## src/sv/pkbrl_ram.sv

```systemverilog
// Generic single-write, single-read RAM with registered read data.
module pkbrl_ram #(
  parameter int unsigned Width = 8,
  parameter int unsigned Depth = 16,
  localparam int unsigned AddrW = (Depth > 1) ? $clog2(Depth) : 1
) (
  input  logic             clk_i,
  input  logic             we_i,
  input  logic [AddrW-1:0] waddr_i,
  input  logic [Width-1:0] wdata_i,
  input  logic             re_i,
  input  logic [AddrW-1:0] raddr_i,
  output logic [Width-1:0] rdata_o
);

  logic [Width-1:0] mem_q [Depth];
  logic [Width-1:0] rdata_q;

  // Write port and registered read port; read data holds while re_i is low
  always_ff @(posedge clk_i) begin
    if (we_i) begin
      mem_q[waddr_i] <= wdata_i;
    end
    if (re_i) begin
      rdata_q <= mem_q[raddr_i];
    end
  end

  assign rdata_o = rdata_q;

endmodule

```

## config.mk

```make
export PLATFORM = sky130hd
export DESIGN_NAME = pkbrl_ram
export DESIGN_NICKNAME = d
export VERILOG_FILES = /design/src/sv/pkbrl_ram.sv
export SDC_FILE = /design/constraint.sdc
export NUM_CORES = 1
export LEC_CHECK = 0
export BUFFER_PORTS_ARGS = -buffer_cell sky130_fd_sc_hd__buf_2
export CAP_MARGIN = 5
export CELL_PAD_IN_SITES_DETAIL_PLACEMENT = 1
export CELL_PAD_IN_SITES_GLOBAL_PLACEMENT = 1
export CORE_ASPECT_RATIO = 0.75
export CORE_MARGIN = 4
export CORE_UTILIZATION = 48
export DETAILED_ROUTE_END_ITERATION = 7
export GPL_TIMING_DRIVEN = 0
export PLACE_DENSITY_LB_ADDON = 0.3
export SLEW_MARGIN = 20
export SYNTH_ARGS = -nofsm -noshare
export SYNTH_HDL_FRONTEND = slang
export SYNTH_SLANG_ARGS = --single-unit
```

## constraint.sdc

```tcl
create_clock -name clk_i -period 1.9 [get_ports clk_i]
set_input_delay 0.38 -clock clk_i [delete_from_list [all_inputs] [get_ports clk_i]]
set_output_delay 0.38 -clock clk_i [all_outputs]
set_load 0.005 [all_outputs]
```

Yosys cells after proc, flatten, opt, wreduce, memory -nomap -nowiden
Memories as Yosys holds them, arrays and structs flattened. A register that Yosys moved wholly into a read port is not among the register bits. Cells that the tools add are included.

Flip-flop bits (word level): 0. Memories: 1. Input bits: 19. Memory bits (writable): 128.

Multiplexer cells: 2.

Memory list: mem_q (depth 16, bits a word 8, read ports 1, clocked after Yosys merged registers in 1, wr ports 1, line 16) `logic [Width-1:0] mem_q [Depth];`.

Operators by type and width (count): $mux W1 (2).

Depth between registers and ports, before layout
Word-level depth: 2. Depth in mapped cells: 5. Gate-level depth less buffers: 3.

Worst setup path before layout
OpenSTA, ideal clock, no wires.

Kind: input port to flip-flop. From: in waddr_i[2]. To: mem mem_q[0][0], enable pin. Path buffers: 0. Arrival time: 1.490 ns. Stages on the path: 2. Data required time: 1.517 ns. Setup slack: 0.027 ns. Cells stage by stage: or3b_2 -> nor3_1.

RTL lines: from (decl) (line 9) `input logic [AddrW-1:0] waddr_i,`; to (decl) (line 16).

Straight into the memory's write port.

Worst setup path in the final report
From: in waddr_i[2]. To: mem mem_q[2][1], enable pin.

Straight into the memory's write port.

==> impl.org <==
** Power
- Clk pwr share :: 46.0%
- Overall power consumption after layout is estimated at 6.90 mW.
- Static leakage :: 2.03 nW
- Per report_power, the sequential group accounts for 49.2% of the total.
- Switching portion of total power :: 19.7%
- Cell-internal power :: 5.55 mW
- Comb pwr share :: 4.8%
- Psw :: 1.36 mW
- Across the VDD grid, the largest voltage drop is 790 uV.
- For this design the ratio of total power to cell area is 1130 nW/um2.

** Logic synthesis
- Of the total synthesized cell area, the portion taken by XOR and XNOR cells is 0%.
- Number of synthesized flops with an enable pin :: 136
- By count the netlist is led by 136 x edfxtp_1, 18 x mux4_2, 16 x a22oi_1.
- Seq/Total Area, Yosys :: 78.1%
- After technology mapping, the gate count stands at 229.
- For this run, the number of Yosys warnings is 0.
- Yosys instantiated no cell more often than edfxtp_1.
- Share of synthesized cell area in and, or, nand and nor gates :: 3.14%
- Async set-or-reset flop fraction in the synthesized netlist :: 0%
- Among all flip-flop cells after synthesis, the most frequent one is edfxtp_1.
- The synthesized netlist occupies a cell area of 5230 um2.
- After synthesis, the largest area contributor takes up 78.1% of total cell area.
- Fraction of the mapped netlist area in adder cells :: 0%
- Area contributors post-synth :: edfxtp_1 78%, mux4_2 7.8%, mux4_1 7.0%
- Post-synthesis cell type count :: 18
- Synthesis inferred 136 register bits.
- Post-synthesis net count :: 248
- Summing the areas of all compound-gate instances in the mapped netlist gives 2.30% of the synthesized area.
- After synthesis, the largest family of logic cells by area is multiplexers.
- Cell type with the largest total area after synthesis :: edfxtp_1
- Multiplexer cells account for 14.8% of the synthesized area.
- Averaged over all synthesized cells, the footprint is 22.8 um2.

** CTS
- Count of H-tree levels built during CTS :: 4
- No sink is reached through more buffers than the 2 on the longest clock path.
- Buffers inserted to repair hold after CTS numbered 0.
- Root buffer cell :: clkbuf_16
- Once the clock tree was built, the resizer swapped 0 gates to a different size.
- TritonCTS created 17 clock buffers.
- Count of clock tree sinks :: 136
- At the later pin of the worst-skew pair, clock insertion delay measures 0.41 ns.
- TritonCTS built the clock tree.
- After clock tree synthesis, the clock-pin slew on the worst setup and hold paths is 0.05 ns.
- After clock tree synthesis, the setup repair step added 0 buffers.

** STA
- Clock Skews :: 0.00517 ns
- The hold violation count in the final report is 0.
- Relative max-transition margin :: 42.2%
- Setup repair after global routing left no endpoint under its margin.
- Worst Tran Pin Value :: 0.863 ns
- Achievable frequency :: 0.583 GHz
- Final setup TNS :: 0 ns
- The max-slew violation total from the final report came to 0.
- Setup-failing EPs final :: 0
- Period utilization :: 90.3%
- Once routing completed, OpenROAD measured the worst setup slack at 0.185 ns.
- Clock period minus final worst setup slack :: 1.72 ns

** Floorplanning
- The floorplan has 32 rows.
- The die covers 12,600 um2.
- Starting Density :: 50.0%
- Overall die height :: 98.4 um
- Core area :: 10,500 um2
- In this run the horizontal extent of the chip is 129 um.
- Pin placement for this block handled 27 I/O pins.

** Placed design
- After detailed placement, the total cell area comes to 5540 um2.
- Routability-driven placement finished with a final weighted congestion of 0.722.
- Detailed placer's ending HPWL :: 7.21 mm
- The count of buffers added on input and output ports is 25.
- Placed Cells :: 390
- Timing analysis after detailed placement gives a worst setup slack of -0.260 ns.

** Run
- Max-cap violations in this run came to 0.

** GRT
- The number of antenna violations at the first check in global routing is 0.
- Entering global routing, the biggest net connects 17 pins.
- Overall Global Routing Usage :: 19.1%
- The first global-routing pass estimated 16.9 mm of wire.
- The total overflow left after global routing is 0.
- Via count of the first global-routing pass :: 2,643

** Setup path
- Of all nets on the critical path, the largest fanout is 8.
- Arrival time at the worst endpoint :: 1.74 ns
- STA puts the critical path data required time at 1.93 ns.
- Register-to-Register Path Depth :: 3
- Kind of end point of the critical path :: flop
- The worst setup path is of the in -> reg kind.
- The worst setup path is launched from an input pin.

** Finish
- In the final design database the tool counted 292 nets.
- Number of non-filler instances in the completed layout :: 421
- Fraction of layout cells with a size suffix above 1 :: 29.1%
- Area added between synthesis and finish :: 16.9%
- The number of antenna diodes in the final layout is 0.
- Final standard cell area without fillers :: 6110 um2

** Drt
- Total detailed-routing wirelength :: 11.1 mm
- Antenna viol nets, final :: 0
- Total number of vias :: 2,449
- In the final routed layout, each cell accounts on average for 26.5 um.
- For this run, the detailed router's first-pass iteration total came to 4.
- After detailed routing, the number of remaining DRC violations is 0.
- After the first detailed-routing iteration, the DRC count stood at 292.
- Detailed-route vias per instance :: 5.82

** Worst hold path
- Worst hold path depth :: 1
- The path class of the tightest hold or removal check is in -> reg.

** Outcome
- The flow ran to the end, and the final reports show no timing, DRC or antenna violations.
layout by cell type (no fill, tap or decap):
cell               n
buf_4              1
nand2b_1           2
buf_6              3
nand3b_1           2
mux4_2            18
clkinv_1           3
clkinvlp_4         2
buf_2             28
and2_1             1
nor3_2             4
or3b_2             1
mux4_1            14
clkinv_2           3
bufinv_16          3
and2b_1            1
nand3_1            1
nor2b_1            1
clkbuf_16         17
nor2_1            13
clkbuf_1           3
a22oi_1           16
nand2_1            9
edfxtp_1         136
clkdlybuf4s25_2    3
cell families after synthesis:
family	count (synthesis)
flip-flops	136
AND/OR/NAND/NOR	35
multiplexers	32
AO/OA/AOI/OAI	16
buffers and inverters	10
final timing paths:
| check | start | end | slack [ns] |
|---|---|---|---|
| worst max-delay path | waddr_i[2] | mem_q[2][1]$_DFFE_PP_ | 0.18 |
| worst min-delay path | re_i | rdata_o[1]$_DFFE_PP_ | 0.34 |
| worst max register to register | mem_q[5][2]$_DFFE_PP_ | rdata_o[2]$_DFFE_PP_ | 0.39 |
| worst min register to register | mem_q[10][5]$_DFFE_PP_ | rdata_o[5]$_DFFE_PP_ | 0.77 |
final cells by class:
type | instances | area, um2
fillers | 865 | 4340
flip-flops and latches | 136 | 4080
multi-input cells | 83 | 1080
clock buffers | 20 | 437
well taps | 136 | 170
clock inverters | 11 | 131
repair buffers | 25 | 125
plain buffers | 10 | 86.3
critical path, cell delays in order:
cell and delay [ns]:
buf_2 0.12, or3b_2 0.55, nor2_1 0.69
registers in the layout, summed over array words and instances, names as in the netlist:
| name | count |
|---|---|
| mem_q | 128 |
| rdata_o | 8 |
power by group through the flow:
stage	clock (mW)	combinational, mW	sequential [mW]
after floorplan	0	0.171	3.46
after global placement	0	0.315	3.46
after detailed placement	0	0.330	3.46
after CTS	3.22	0.333	3.40
after global routing	3.39	0.355	3.40
final	3.18	0.328	3.40
through the flow:
| step | hold WS [ns] | utilization [%] |
|---|---|---|
| after floorplan | 0.479 | - |
| after global placement | 0.735 | 52.8 |
| after detailed placement | 0.746 | 53.0 |
| after CTS | 0.318 | 58.5 |
| after global routing | 0.316 | 58.5 |
| final | 0.336 | 58.5 |
metal layers:
| metal | GRT usage, % | share of wire [%] |
|---|---|---|
| met5 | 0 | 0 |
| met4 | 3.71 | 0.65 |
| met3 | 7.16 | 8.9 |
| met2 | 27.3 | 46 |
| met1 | 28.5 | 45 |
Power figures use the tool's default switching activity.
